--- src/hw/rtl/nmrp_pkg.sv ---
`timescale 1ns / 1ps
`default_nettype none
// ----------------------------------------------------------------------------
// nmrp_pkg
// Shared widths, codes and pipeline sideband type for the normal map
// renormalize and pack core.
// ----------------------------------------------------------------------------
package nmrp_pkg;

  localparam int FRAC_BITS = 12;
  localparam int MAG_W     = 8;                    // |2c - 255| fits in a byte
  localparam int SQR_W     = 2 * MAG_W;
  localparam int SUM_W     = SQR_W + 2;            // sum of three squares
  localparam int ROOT_W    = SUM_W / 2 + FRAC_BITS; // length with fraction bits

  // Square root: one result bit per pair of radicand bits.
  localparam int SQ_PAIRS     = ROOT_W;
  localparam int SQ_PER_STAGE = 3;
  localparam int SQ_STAGES    = SQ_PAIRS / SQ_PER_STAGE;
  localparam int SQ_REM_W     = ROOT_W + 3;

  // Packing: q = 255 * num / (2 * mq), num never exceeds 2 * mq.
  localparam int NUM_W         = ROOT_W + 1;
  localparam int PROD_W        = NUM_W + 8;
  localparam int QUO_W         = 8;
  localparam int DIV_PER_STAGE = 2;
  localparam int DIV_STAGES    = QUO_W / DIV_PER_STAGE;

  // Input stage, sum stage, root stages, numerator stage, product stage,
  // divide stages.
  localparam int PIPE_DEPTH = 2 + SQ_STAGES + 2 + DIV_STAGES;
  localparam int SQRT_TAP   = 1 + SQ_STAGES;

  localparam logic MODE_NORMAL = 1'b0;
  localparam logic MODE_SWAP   = 1'b1;

  localparam logic CFG_MODE     = 1'b0;
  localparam logic CFG_CHANNELS = 1'b1;

  localparam logic [2:0] CH_ONE   = 3'd1;
  localparam logic [2:0] CH_THREE = 3'd3;
  localparam logic [2:0] CH_FOUR  = 3'd4;

  localparam logic [2:0] BYTES_NONE = 3'd0;
  localparam logic [2:0] BYTES_ONE  = 3'd1;
  localparam logic [2:0] BYTES_TWO  = 3'd2;

  typedef struct packed {
    logic             last;
    logic             err;
    logic             norm;
    logic [2:0]       nbytes;
    logic [7:0]       o0;
    logic [7:0]       o1;
    logic [7:0]       o2;
    logic [7:0]       o3;
    logic             neg_x;
    logic [MAG_W-1:0] mag_x;
    logic             neg_y;
    logic [MAG_W-1:0] mag_y;
  } side_t;

endpackage
`default_nettype wire

--- src/hw/rtl/nmrp_sqrt.sv ---
`timescale 1ns / 1ps
`default_nettype none
// ----------------------------------------------------------------------------
// nmrp_sqrt
// Pipelined restoring square root of sum * 2^(2*FRAC_BITS), truncated,
// a few result bits per stage.
// ----------------------------------------------------------------------------
module nmrp_sqrt (
  input  wire logic                          clk,
  input  wire logic                          en,
  input  wire logic [nmrp_pkg::SUM_W-1:0]    sum,
  output logic      [nmrp_pkg::ROOT_W-1:0]   root
);
  import nmrp_pkg::*;

  logic [SUM_W-1:0]    rad_q  [SQ_STAGES-1];
  logic [SQ_REM_W-1:0] rem_q  [SQ_STAGES-1];
  logic [ROOT_W-1:0]   root_q [SQ_STAGES];

  for (genvar g = 0; g < SQ_STAGES; g++) begin : g_stage
    logic [SUM_W-1:0]    rad_in;
    logic [SQ_REM_W-1:0] rem_in;
    logic [ROOT_W-1:0]   root_in;
    logic [SUM_W-1:0]    rad_v;
    logic [SQ_REM_W-1:0] rem_v;
    logic [ROOT_W-1:0]   root_v;
    logic [SQ_REM_W-1:0] trial;

    if (g == 0) begin : g_first
      assign rad_in  = sum;
      assign rem_in  = '0;
      assign root_in = '0;
    end else begin : g_next
      assign rad_in  = rad_q[g-1];
      assign rem_in  = rem_q[g-1];
      assign root_in = root_q[g-1];
    end

    // The radicand is shifted out two bits per step; once the sum is used
    // up the fraction pairs come in as zeros.
    always_comb begin
      rad_v  = rad_in;
      rem_v  = rem_in;
      root_v = root_in;
      trial  = '0;
      for (int j = 0; j < SQ_PER_STAGE; j++) begin
        rem_v = {rem_v[SQ_REM_W-3:0], rad_v[SUM_W-1 -: 2]};
        rad_v = {rad_v[SUM_W-3:0], 2'b00};
        trial = {1'b0, root_v, 2'b01};
        if (rem_v >= trial) begin
          rem_v  = rem_v - trial;
          root_v = {root_v[ROOT_W-2:0], 1'b1};
        end else begin
          root_v = {root_v[ROOT_W-2:0], 1'b0};
        end
      end
    end

    always_ff @(posedge clk) begin
      if (en) begin
        root_q[g] <= root_v;
      end
    end

    if (g < SQ_STAGES - 1) begin : g_carry
      always_ff @(posedge clk) begin
        if (en) begin
          rad_q[g] <= rad_v;
          rem_q[g] <= rem_v;
        end
      end
    end
  end

  assign root = root_q[SQ_STAGES-1];

endmodule
`default_nettype wire

--- src/hw/rtl/nmrp_div.sv ---
`timescale 1ns / 1ps
`default_nettype none
// ----------------------------------------------------------------------------
// nmrp_div
// Two-lane pipelined restoring divider sharing one divisor, giving the
// eight-bit quotients of the x and y packing terms.
// ----------------------------------------------------------------------------
module nmrp_div (
  input  wire logic                          clk,
  input  wire logic                          en,
  input  wire logic [nmrp_pkg::PROD_W-1:0]   p_x,
  input  wire logic [nmrp_pkg::PROD_W-1:0]   p_y,
  input  wire logic [nmrp_pkg::NUM_W-1:0]    den,
  output logic      [nmrp_pkg::QUO_W-1:0]    q_x,
  output logic      [nmrp_pkg::QUO_W-1:0]    q_y
);
  import nmrp_pkg::*;

  logic [PROD_W-1:0] rx_q [DIV_STAGES-1];
  logic [PROD_W-1:0] ry_q [DIV_STAGES-1];
  logic [PROD_W-1:0] d_q  [DIV_STAGES-1];
  logic [QUO_W-1:0]  qx_q [DIV_STAGES];
  logic [QUO_W-1:0]  qy_q [DIV_STAGES];

  for (genvar g = 0; g < DIV_STAGES; g++) begin : g_stage
    logic [PROD_W-1:0] rx_in;
    logic [PROD_W-1:0] ry_in;
    logic [PROD_W-1:0] d_in;
    logic [QUO_W-1:0]  qx_in;
    logic [QUO_W-1:0]  qy_in;
    logic [PROD_W-1:0] rx_v;
    logic [PROD_W-1:0] ry_v;
    logic [PROD_W-1:0] d_v;
    logic [QUO_W-1:0]  qx_v;
    logic [QUO_W-1:0]  qy_v;

    if (g == 0) begin : g_first
      assign rx_in = p_x;
      assign ry_in = p_y;
      assign d_in  = PROD_W'({den, {(QUO_W-1){1'b0}}});
      assign qx_in = '0;
      assign qy_in = '0;
    end else begin : g_next
      assign rx_in = rx_q[g-1];
      assign ry_in = ry_q[g-1];
      assign d_in  = d_q[g-1];
      assign qx_in = qx_q[g-1];
      assign qy_in = qy_q[g-1];
    end

    // The divisor starts aligned to the top quotient bit and walks down.
    always_comb begin
      rx_v = rx_in;
      ry_v = ry_in;
      d_v  = d_in;
      qx_v = qx_in;
      qy_v = qy_in;
      for (int j = 0; j < DIV_PER_STAGE; j++) begin
        if (rx_v >= d_v) begin
          rx_v = rx_v - d_v;
          qx_v = {qx_v[QUO_W-2:0], 1'b1};
        end else begin
          qx_v = {qx_v[QUO_W-2:0], 1'b0};
        end
        if (ry_v >= d_v) begin
          ry_v = ry_v - d_v;
          qy_v = {qy_v[QUO_W-2:0], 1'b1};
        end else begin
          qy_v = {qy_v[QUO_W-2:0], 1'b0};
        end
        d_v = {1'b0, d_v[PROD_W-1:1]};
      end
    end

    always_ff @(posedge clk) begin
      if (en) begin
        qx_q[g] <= qx_v;
        qy_q[g] <= qy_v;
      end
    end

    if (g < DIV_STAGES - 1) begin : g_carry
      always_ff @(posedge clk) begin
        if (en) begin
          rx_q[g] <= rx_v;
          ry_q[g] <= ry_v;
          d_q[g]  <= d_v;
        end
      end
    end
  end

  assign q_x = qx_q[DIV_STAGES-1];
  assign q_y = qy_q[DIV_STAGES-1];

endmodule
`default_nettype wire

--- src/hw/rtl/normal_map_renormalize_pack_core.sv ---
`timescale 1ns / 1ps
`default_nettype none
// ----------------------------------------------------------------------------
// normal_map_renormalize_pack_core
// Per-pixel normal renormalization to two bytes, red/blue swap, or copy.
// ----------------------------------------------------------------------------
// Throughput: one pixel per cycle unless the output stalls; the 7-stage
// square root and 4-stage divider set the depth. An output stall freezes
// the whole pipeline. Reset clears all valid bits and sets mode to swap,
// channel count to 3.
// ----------------------------------------------------------------------------
module normal_map_renormalize_pack_core (
  input  wire logic        clk,
  input  wire logic        rst,
  input  wire logic        s_tvalid,
  output logic             s_tready,
  input  wire logic [31:0] s_tdata,   // byte0, byte1, byte2, byte3
  input  wire logic        s_tlast,   // last_pixel
  output logic             m_tvalid,
  input  wire logic        m_tready,
  output logic      [39:0] m_tdata,   // out0, out1, out2, out3, out_bytes, zero pad
  output logic      [0:0]  m_tuser,   // pixel_error
  output logic             m_tlast,   // last_out
  input  wire logic        cfg_we,
  input  wire logic [0:0]  cfg_index,
  input  wire logic [2:0]  cfg_data
);
  import nmrp_pkg::*;

  logic       mode;
  logic [2:0] channel_count;
  logic       en;

  logic [7:0] byte0, byte1, byte2, byte3;
  logic       err;
  side_t      side_in;
  logic [MAG_W-1:0] mag_z;

  logic [PIPE_DEPTH-1:0] vld_q;
  side_t                 side_q [PIPE_DEPTH];
  logic [SQR_W-1:0]      sq_x, sq_y, sq_z;
  logic [SUM_W-1:0]      sum_q;
  logic [ROOT_W-1:0]     root;
  logic [ROOT_W-1:0]     mq;
  logic [NUM_W-1:0]      mq_ext, ax_sh, ay_sh, num_x, num_y;
  logic [NUM_W-1:0]      num_x_q, num_y_q, den_q, den2_q;
  logic [PROD_W-1:0]     px_q, py_q;
  logic [QUO_W-1:0]      q_x, q_y;

  logic [7:0] o0, o1, o2, o3;
  logic [2:0] nbytes;
  logic       pix_err;
  logic       last_out;

  // ---------------------------------------------------------------- config
  always_ff @(posedge clk) begin
    if (rst) begin
      mode          <= MODE_SWAP;
      channel_count <= CH_THREE;
    end else if (cfg_we) begin
      case (cfg_index)
        CFG_MODE:     mode          <= cfg_data[0];
        CFG_CHANNELS: channel_count <= cfg_data;
        default:      ;
      endcase
    end
  end

  assign en       = !m_tvalid || m_tready;
  assign s_tready = en;

  // ----------------------------------------------------------------- input
  assign byte0 = s_tdata[7:0];
  assign byte1 = s_tdata[15:8];
  assign byte2 = s_tdata[23:16];
  assign byte3 = s_tdata[31:24];

  assign err = !(channel_count == CH_ONE || channel_count == CH_THREE ||
                 channel_count == CH_FOUR) ||
               (mode == MODE_NORMAL && channel_count == CH_ONE);

  // |2c - 255| is {c[6:0], 1} for the upper half and its complement below.
  assign mag_z = byte2[7] ? {byte2[6:0], 1'b1} : {~byte2[6:0], 1'b1};

  always_comb begin
    side_in        = '0;
    side_in.last   = s_tlast;
    side_in.err    = err;
    side_in.neg_x  = !byte0[7];
    side_in.mag_x  = byte0[7] ? {byte0[6:0], 1'b1} : {~byte0[6:0], 1'b1};
    side_in.neg_y  = !byte1[7];
    side_in.mag_y  = byte1[7] ? {byte1[6:0], 1'b1} : {~byte1[6:0], 1'b1};
    if (err) begin
      side_in.nbytes = BYTES_NONE;
    end else if (mode == MODE_NORMAL) begin
      side_in.norm   = 1'b1;
      side_in.nbytes = BYTES_TWO;
    end else if (channel_count == CH_ONE) begin
      side_in.o0     = byte0;
      side_in.nbytes = BYTES_ONE;
    end else begin
      side_in.o0     = byte2;
      side_in.o1     = byte1;
      side_in.o2     = byte0;
      side_in.o3     = (channel_count == CH_FOUR) ? byte3 : 8'd0;
      side_in.nbytes = channel_count;
    end
  end

  // ------------------------------------------------- valid and sideband line
  always_ff @(posedge clk) begin
    if (rst) begin
      vld_q <= '0;
    end else if (en) begin
      vld_q <= {vld_q[PIPE_DEPTH-2:0], s_tvalid};
    end
  end

  always_ff @(posedge clk) begin
    if (en) begin
      side_q[0] <= side_in;
      for (int i = 1; i < PIPE_DEPTH; i++) begin
        side_q[i] <= side_q[i-1];
      end
    end
  end

  // ------------------------------------------------------ squares and sum
  always_ff @(posedge clk) begin
    if (en) begin
      sq_x  <= side_in.mag_x * side_in.mag_x;
      sq_y  <= side_in.mag_y * side_in.mag_y;
      sq_z  <= mag_z * mag_z;
      sum_q <= SUM_W'(sq_x) + SUM_W'(sq_y) + SUM_W'(sq_z);
    end
  end

  nmrp_sqrt u_sqrt (
    .clk  (clk),
    .en   (en),
    .sum  (sum_q),
    .root (root)
  );

  // ------------------------------------------- numerators and the product
  assign mq     = (root == '0) ? ROOT_W'(1) : root;
  assign mq_ext = NUM_W'(mq);
  assign ax_sh  = NUM_W'({side_q[SQRT_TAP].mag_x, {FRAC_BITS{1'b0}}});
  assign ay_sh  = NUM_W'({side_q[SQRT_TAP].mag_y, {FRAC_BITS{1'b0}}});

  // A negative numerator clamps to zero.
  always_comb begin
    if (!side_q[SQRT_TAP].neg_x) begin
      num_x = mq_ext + ax_sh;
    end else if (ax_sh > mq_ext) begin
      num_x = '0;
    end else begin
      num_x = mq_ext - ax_sh;
    end
    if (!side_q[SQRT_TAP].neg_y) begin
      num_y = mq_ext + ay_sh;
    end else if (ay_sh > mq_ext) begin
      num_y = '0;
    end else begin
      num_y = mq_ext - ay_sh;
    end
  end

  always_ff @(posedge clk) begin
    if (en) begin
      num_x_q <= num_x;
      num_y_q <= num_y;
      den_q   <= {mq, 1'b0};
      px_q    <= PROD_W'({num_x_q, 8'd0}) - PROD_W'(num_x_q);
      py_q    <= PROD_W'({num_y_q, 8'd0}) - PROD_W'(num_y_q);
      den2_q  <= den_q;
    end
  end

  nmrp_div u_div (
    .clk (clk),
    .en  (en),
    .p_x (px_q),
    .p_y (py_q),
    .den (den2_q),
    .q_x (q_x),
    .q_y (q_y)
  );

  // ---------------------------------------------------------------- output
  always_ff @(posedge clk) begin
    if (rst) begin
      m_tvalid <= 1'b0;
    end else if (en) begin
      m_tvalid <= vld_q[PIPE_DEPTH-1];
    end
  end

  always_ff @(posedge clk) begin
    if (en) begin
      o0       <= side_q[PIPE_DEPTH-1].norm ? q_x : side_q[PIPE_DEPTH-1].o0;
      o1       <= side_q[PIPE_DEPTH-1].norm ? q_y : side_q[PIPE_DEPTH-1].o1;
      o2       <= side_q[PIPE_DEPTH-1].o2;
      o3       <= side_q[PIPE_DEPTH-1].o3;
      nbytes   <= side_q[PIPE_DEPTH-1].nbytes;
      pix_err  <= side_q[PIPE_DEPTH-1].err;
      last_out <= side_q[PIPE_DEPTH-1].last;
    end
  end

  assign m_tdata = {5'd0, nbytes, o3, o2, o1, o0};
  assign m_tuser = pix_err;
  assign m_tlast = last_out;

endmodule
`default_nettype wire

--- config.mk ---
export PLATFORM = sky130hd
export DESIGN_NAME = normal_map_renormalize_pack_core
export DESIGN_NICKNAME = d
export VERILOG_FILES = /design/src/hw/rtl/nmrp_pkg.sv /design/src/hw/rtl/nmrp_sqrt.sv /design/src/hw/rtl/nmrp_div.sv /design/src/hw/rtl/normal_map_renormalize_pack_core.sv
export SDC_FILE = /design/constraint.sdc
export NUM_CORES = 2
export LEC_CHECK = 0
export ABC_CLOCK_PERIOD_IN_PS = 45500
export BUFFER_PORTS_ARGS = -buffer_cell sky130_fd_sc_hd__buf_2
export CAP_MARGIN = 10
export CORE_MARGIN = 3
export CORE_UTILIZATION = 58
export CTS_CLUSTER_SIZE = 10
export DETAILED_ROUTE_END_ITERATION = 12
export HOLD_SLACK_MARGIN = 0.08
export PLACE_DENSITY = 0.77
export SYNTH_ARGS = -nofsm -noshare
export SYNTH_HDL_FRONTEND = slang
export SYNTH_HIERARCHICAL = 1
export SYNTH_SLANG_ARGS = --single-unit
export TNS_END_PERCENT = 20
--- constraint.sdc ---
create_clock -name clk -period 45.5 [get_ports clk]
set_clock_uncertainty 0.1 [all_clocks]
set_input_delay 2.275 -clock clk [delete_from_list [all_inputs] [get_ports clk]]
set_output_delay 2.275 -clock clk [all_outputs]
set_load 0.01 [all_outputs]
Yosys cells after proc, flatten, opt, wreduce, memory -nomap -nowiden
Memories as Yosys holds them, arrays and structs flattened.
Cells that the tools add are included.
W data, S select, Z words.
Operators by class
  $add $sub $neg: 42
  $mul: 3
  div/mod/pow operators: 0
  order comparisons: 39
  equal/unequal tests: 3
  shifts and indexed selects: 0
  muxes and demuxes: 92
  bitwise logic cells: 5
  reduce and logical (&&, ||, !) cells: 12
Operator list (number)
  $ge A24 B23 Y1: 18
  $mux W30: 14
  $mux W22: 18
  $sub A22 B22 Y22: 12
  $ge A30 B29 Y1: 8
  $ge A30 B30 Y1: 6
  $sub A30 B29 Y30: 6
  $sub A30 B30 Y30: 6
  $mux W24: 7
  $sub A24 B23 Y24: 5
  $mux W32: 2
  $ge A30 B28 Y1: 2
  $sub A30 B22 Y30: 2
  $sub A30 B28 Y30: 2
  $mul A8 B8 Y16: 3
  $mux W8: 6
  $add A21 B20 Y22: 2
  $sub A21 B20 Y22: 2
  $gt A20 B21 Y1: 2
  $mux W1: 41
  $ge A24 B3 Y1: 1
  $ge A24 B4 Y1: 1
  $sub A24 B4 Y24: 1
  $sub A22 B3 Y22: 1
  other kinds (17): 28
Word-level totals
  flip-flop bits (word level): 269
  latch bits: 0
  RAM bits: 1531
  bits in read-only memories: 0
  input bits: 42
  logic and storage cells: 226
  memories: 9
Memory list
  side_q: depth 15, width 56, rd ports 15, clocked after Yosys merged registers in 0, wr ports 15, line normal_map_renormalize_pack_core.sv:40  | side_t side_q [PIPE_DEPTH];
  u_sqrt.root_q: depth 7, width 21, rd ports 7, clocked after Yosys merged registers in 0, wr ports 7, line nmrp_sqrt.sv:18  | logic [ROOT_W-1:0] root_q [SQ_STAGES];
  u_sqrt.rem_q: depth 6, width 24, rd ports 6, clocked after Yosys merged registers in 0, wr ports 6, line nmrp_sqrt.sv:17  | logic [SQ_REM_W-1:0] rem_q [SQ_STAGES-1];
  u_div.rx_q: depth 3, width 30, rd ports 3, clocked after Yosys merged registers in 0, wr ports 3, line nmrp_div.sv:19  | logic [PROD_W-1:0] rx_q [DIV_STAGES-1];
  u_div.ry_q: depth 3, width 30, rd ports 3, clocked after Yosys merged registers in 0, wr ports 3, line nmrp_div.sv:20  | logic [PROD_W-1:0] ry_q [DIV_STAGES-1];
  u_div.d_q: depth 3, width 28, rd ports 3, clocked after Yosys merged registers in 0, wr ports 3, line nmrp_div.sv:21  | logic [PROD_W-1:0] d_q [DIV_STAGES-1];
  +3 memories

Longest topological paths before layout
An unclocked memory read counts as a cell.
  depth after elaboration: 7
  mapped depth: 44
  depth with buffers taken out: 41

By module
The synthesis kept the hierarchy.
By module, submodules not included
  normal_map_renormalize_pack_core: times used 1, cells each 2411, area an instance 39490.4 µm², sequential area each 28957.8 µm²
  nmrp_div: times used 1, cells each 3214, area an instance 29230.5 µm², sequential area each 8588.2 µm²
  nmrp_sqrt: times used 1, cells each 2554, area an instance 22421.5 µm², sequential area each 6936.7 µm²

Worst setup path after synthesis
OpenSTA, ideal clock, no wires.
  kind: input -> register
  start point: input port m_tready
  end point: register den2_q[10], enable pin
  setup time: 2.406 ns
  arrival time: 42.286 ns
  setup slack: 0.708 ns
  stages: 4
  path buffers: 2
  path through: nor2b_1 clkbuf_1 inv_1 clkbuf_1
Between the ends
  word-level cells in the longest chain between the ends: 1
RTL lines
  from (decl): line normal_map_renormalize_pack_core.sv:20  | input wire logic m_tready,
  $logic_or A1 B1 Y1: line normal_map_renormalize_pack_core.sv:69  | assign en = !m_tvalid || m_tready;
  via s_tready: line normal_map_renormalize_pack_core.sv:16  | output logic s_tready,
  to (signal assigned): line normal_map_renormalize_pack_core.sv:176  | den2_q <= den_q;
  to (decl): line normal_map_renormalize_pack_core.sv:46  | logic [NUM_W-1:0] num_x_q, num_y_q, den_q, den2_q;
The timed path passes the listed nets, and every way through them passes these cells.
A chain may end at the register's enable or synchronous reset.

==> metrics.md <==
| Metric | Value |
|---|---|
| Status | `completed` |
| Largest net degree at the start of global routing | `173` |
| DP Wirelength | `161,000 um` |
| Final non-filler cell total | `10.5k` |
| Synth area leader | `edfxtp_1` |
| Register area share after synthesis | `48.8%` |
| Total negative slack | `0 ps` |
| Crit Path Class | `register to register` |
| Final instance area | `99,100 um2` |
| Worst r2r src | `u_sqrt/root_q[2][0]` |
| DP Area | `93,800 um2` |
| Reg2reg path depth | `38` |
| Clock transition at path regs | `50 ps` |
| Worst Hold Depth | `0` |
| CP Launch Type | `register` |
| FF-to-FF End | `u_sqrt/rem_q[3][17]` |
| Dpl cells | `10.2k` |
| Cells after synthesis | `8,179` |
| DR WL met2 | `101,000 um` |
| Vias in the first global route | `61.2k` |
| DIE WIDTH | `402 um` |
| Mean Syn Cell Area | `11.1 um2` |
| Initial core utilization | `58.8%` |
| Top FF cell, synth | `edfxtp_1` |
| Peak VDD IR | `0.0588 mV` |
| Routed wire length | `213,000 um` |
| Metal3 WL | `10,100 um` |
| Total global routing overflow | `0` |
| # clock sinks | `1,488` |
| Worst Max-Slew Pin Slew | `1110 ps` |
| RSZ-0062 raised after global routing | `no` |
| PwrDens | `78.0 nW/um2` |
| Core box area | `155,000 um2` |
| Clock buffer depth | `3` |
| Util after Layout | `63.9%` |
| Final Hold Viols | `0` |
| Worst hold path type | `register to register` |
| Uppermost routed layer | `met4` |
| Number of diodes | `0` |
| Worst setup EP type | `register` |
| Lkg Pwr | `42.0 nW` |
| Synth cell types | `130` |
| Antenna-violating nets left | `0` |
| Clock period minus worst slack | `10000 ps` |
| Post-CTS Setup Inserts | `0` |
| Slowest stage cell on the critical path | `o311ai_0` |
| Final RePlAce weighted congestion | `0.969` |
| Period utilisation layout | `22.0%` |
| Count of final max-slew check failures | `0` |
| Iteration-0 DRC Markers | `5,273` |
| Port Buffer Count | `80` |
| Hold path endpoint | `u_div/qy_q[3][7]` |
| Vias per cell | `6.02` |
| Routed length per placed instance | `20.4 um` |
| Clock latency on the worst-skew pair | `820 ps` |
| DR pass1 iterations | `8` |
| Reg-to-reg slack, setup | `35,500 ps` |
| Number of remaining DRC errors | `0` |
| CTS tree | `built` |
| Flops & latches, synth | `1,488` |
| Mapped Area | `91,100 um2` |
| Nets@finish | `9,207` |
| Async SR Flop Fraction | `0%` |
| First-pass GRT wire length | `333,000 um` |
| Total of hold buffers inserted after clock tree synthesis | `0` |
| Routed vias | `62.9k` |
| H-tree Lvls | `4` |
| Synth-to-layout area growth | `8.73%` |
| YS warnings | `6` |
| DIE AREA | `162,000 um2` |
| Clock root buffer master | `clkbuf_16` |
| Hold path start | `u_div/qy_q[2][5]` |
| CP arrival | `10,390 ps` |
| FILL cells | `12.0k` |
| Post_cts resized | `0` |
| Tot GR Track Use | `25.8%` |
| Die H | `402 um` |
| Max_cap viols | `0` |
| Setup violators final | `0` |
| Crit path required time | `45,890 ps` |
| Final Total Pwr | `7.73 mW` |
| Antenna violations before repair | `2` |
| Rows | `144` |
| CP Max Fanout | `20` |
| Max Freq | `100 MHz` |
| Post-synth top area share | `48.4%` |
| Wire length on met1 | `90,800 um` |
| Area contributors post-synth | `edfxtp_1 48%, ha_1 10%, xnor2_1 4.2%` |
| Fraction of layout cells with a size suffix above 1 | `8.10%` |
| Num CTS Buffers | `177` |
| Number of synthesized flops with an enable pin | `1,468` |
| Num ports | `86` |
| Max incr delay on CP | `640 ps` |
| Worst rel slew slack | `24.2%` |
[metrics by stage]
stage | setup slack, ps | hold slack, ps
6_report | 35500 | 249
3_5_place_dp | 35530 | 305
2_1_floorplan | 708 | 300
5_1_grt | 34370 | 250
3_3_place_gp | 35740 | 301
4_1_cts | 35480 | 242
[per-layer routing]
metal	global-route usage [%]	vias to the layer above
met5	0	-
met4	12.4	0
met3	3.03	462
met2	43.1	1866
met1	33.7	30100
li1	-	30500
[Yosys cell counts, types with 16 or more instances]
cell / n
edfxtp_1: 1468
ha_1: 737
a21oi_1: 638
inv_1: 592
nor2_1: 577
nand2_1: 553
xnor2_1: 441
o21ai_0: 377
a21o_1: 239
xor2_1: 206
mux2_2: 182
nor3_1: 157
nand3_1: 128
clkbuf_1: 122
nor2b_1: 118
o21a_1: 112
fa_1: 106
nand4_1: 98
o21bai_1: 89
nand2b_1: 75
and2_1: 73
a211oi_1: 62
and3_1: 61
nor4_1: 61
or3_1: 61
a31oi_1: 58
o31ai_1: 52
mux2i_1: 48
o211ai_1: 46
or2_2: 40
a211o_1: 27
a21boi_0: 26
nand3b_1: 26
mux2_4: 24
buf_2: 22
a2111oi_0: 20
dfxtp_1: 20
o31a_1: 20
or4_1: 18
and4_1: 16
o21ai_1: 16
[cells in the final DEF (no fill, tap or decap), drive strengths merged, types with 89 or more instances in the layout]
cell | Yosys | layout
ha | 737 | 737
o21ai | 394 | 394
nand3 | 128 | 128
nand2 | 554 | 554
mux2 | 211 | 211
fa | 106 | 106
edfxtp | 1468 | 1468
xnor2 | 441 | 441
nand4 | 98 | 98
nor3 | 163 | 163
inv | 602 | 602
xor2 | 206 | 206
buf | 57 | 133
o21bai | 89 | 89
o21a | 112 | 112
clkbuf | 125 | 219
a21oi | 647 | 647
nor2b | 118 | 118
a21o | 241 | 241
nor2 | 578 | 578
[final cells by class]
type	instances	area (um2)	share of cell area [%]
flip-flops and latches	1488	44500	44.9
clock inverters	46	761	0.768
multi-input cells	5919	43600	44.0
repair buffers	133	823	0.831
clock buffers	219	4590	4.63
inverters	603	2280	2.30
well taps	2044	2560	2.58
[kinds of logic (layout without fill, tap and decap cells)]
| kind of cell | after synthesis | count (layout) | synth area share (%) |
|---|---|---|---|
| AOI/OAI and AO/OA | 2011 | 2011 | 14.3 |
| xor gates and xnor gates | 647 | 647 | 6.22 |
| adders and majority gates | 844 | 844 | 12.5 |
| buffers and inverters | 785 | 1001 | 3.42 |
| DFF | 1488 | 1488 | 48.8 |
| muxes | 259 | 259 | 3.23 |
| other | 3 | 16 | 0.0124 |
| and+or+nand+nor | 2142 | 2142 | 11.6 |
[worst max path at each step]
| stage | start | endpoint | slack, ps | cells past startpoint |
|---|---|---|---|---|
| finish | u_sqrt/root_q[2][0] | u_sqrt/rem_q[3][17] | 35500 | 38 |
| global route | u_sqrt/root_q[2][0] | u_sqrt/rem_q[3][21] | 34370 | 38 |
| CTS | u_sqrt/root_q[5][0] | u_sqrt/root_q[6][0] | 35480 | 41 |
| detailed placement | u_sqrt/root_q[5][0] | u_sqrt/root_q[6][0] | 35530 | 41 |
| global placement | u_sqrt/root_q[2][0] | u_sqrt/rem_q[3][17] | 35740 | 38 |
| floorplan | m_tready | den2_q[10] | 710 | 4 |
[flip-flops by register name, summed over array words and instances, names as in the netlist, 22 cells and up]
name / count
u_div/rx_q: 90
u_sqrt/rem_q: 129
u_div/d_q: 66
u_sqrt/root_q: 84
num_x_q: 22
num_y_q: 22
side_q: 714
py_q: 30
u_div/ry_q: 90
px_q: 30
[critical path, delay by kind of cell, from the launching register on]
| family | cells | cell delay (ps) |
|---|---|---|
| buffers and inverters | 7 | 1690 |
| flip-flops | 1 | 360 |
| AND/OR/NAND/NOR | 9 | 2190 |
| multiplexers | 1 | 340 |
| adder cells (fa/ha/maj) | 5 | 1390 |
| AO/OA/AOI/OAI | 15 | 3470 |
| XOR/XNOR | 1 | 170 |
[report_power, final]
group,internal [mW],leakage (nW),total [mW],switching [mW]
combinational,1.78,23.7,4.18,2.39
clock,0.753,2.54,1.30,0.545
sequential,2.03,15.8,2.26,0.231
total,4.56,42.0,7.73,3.17
Power figures use the tool's default switching activity.
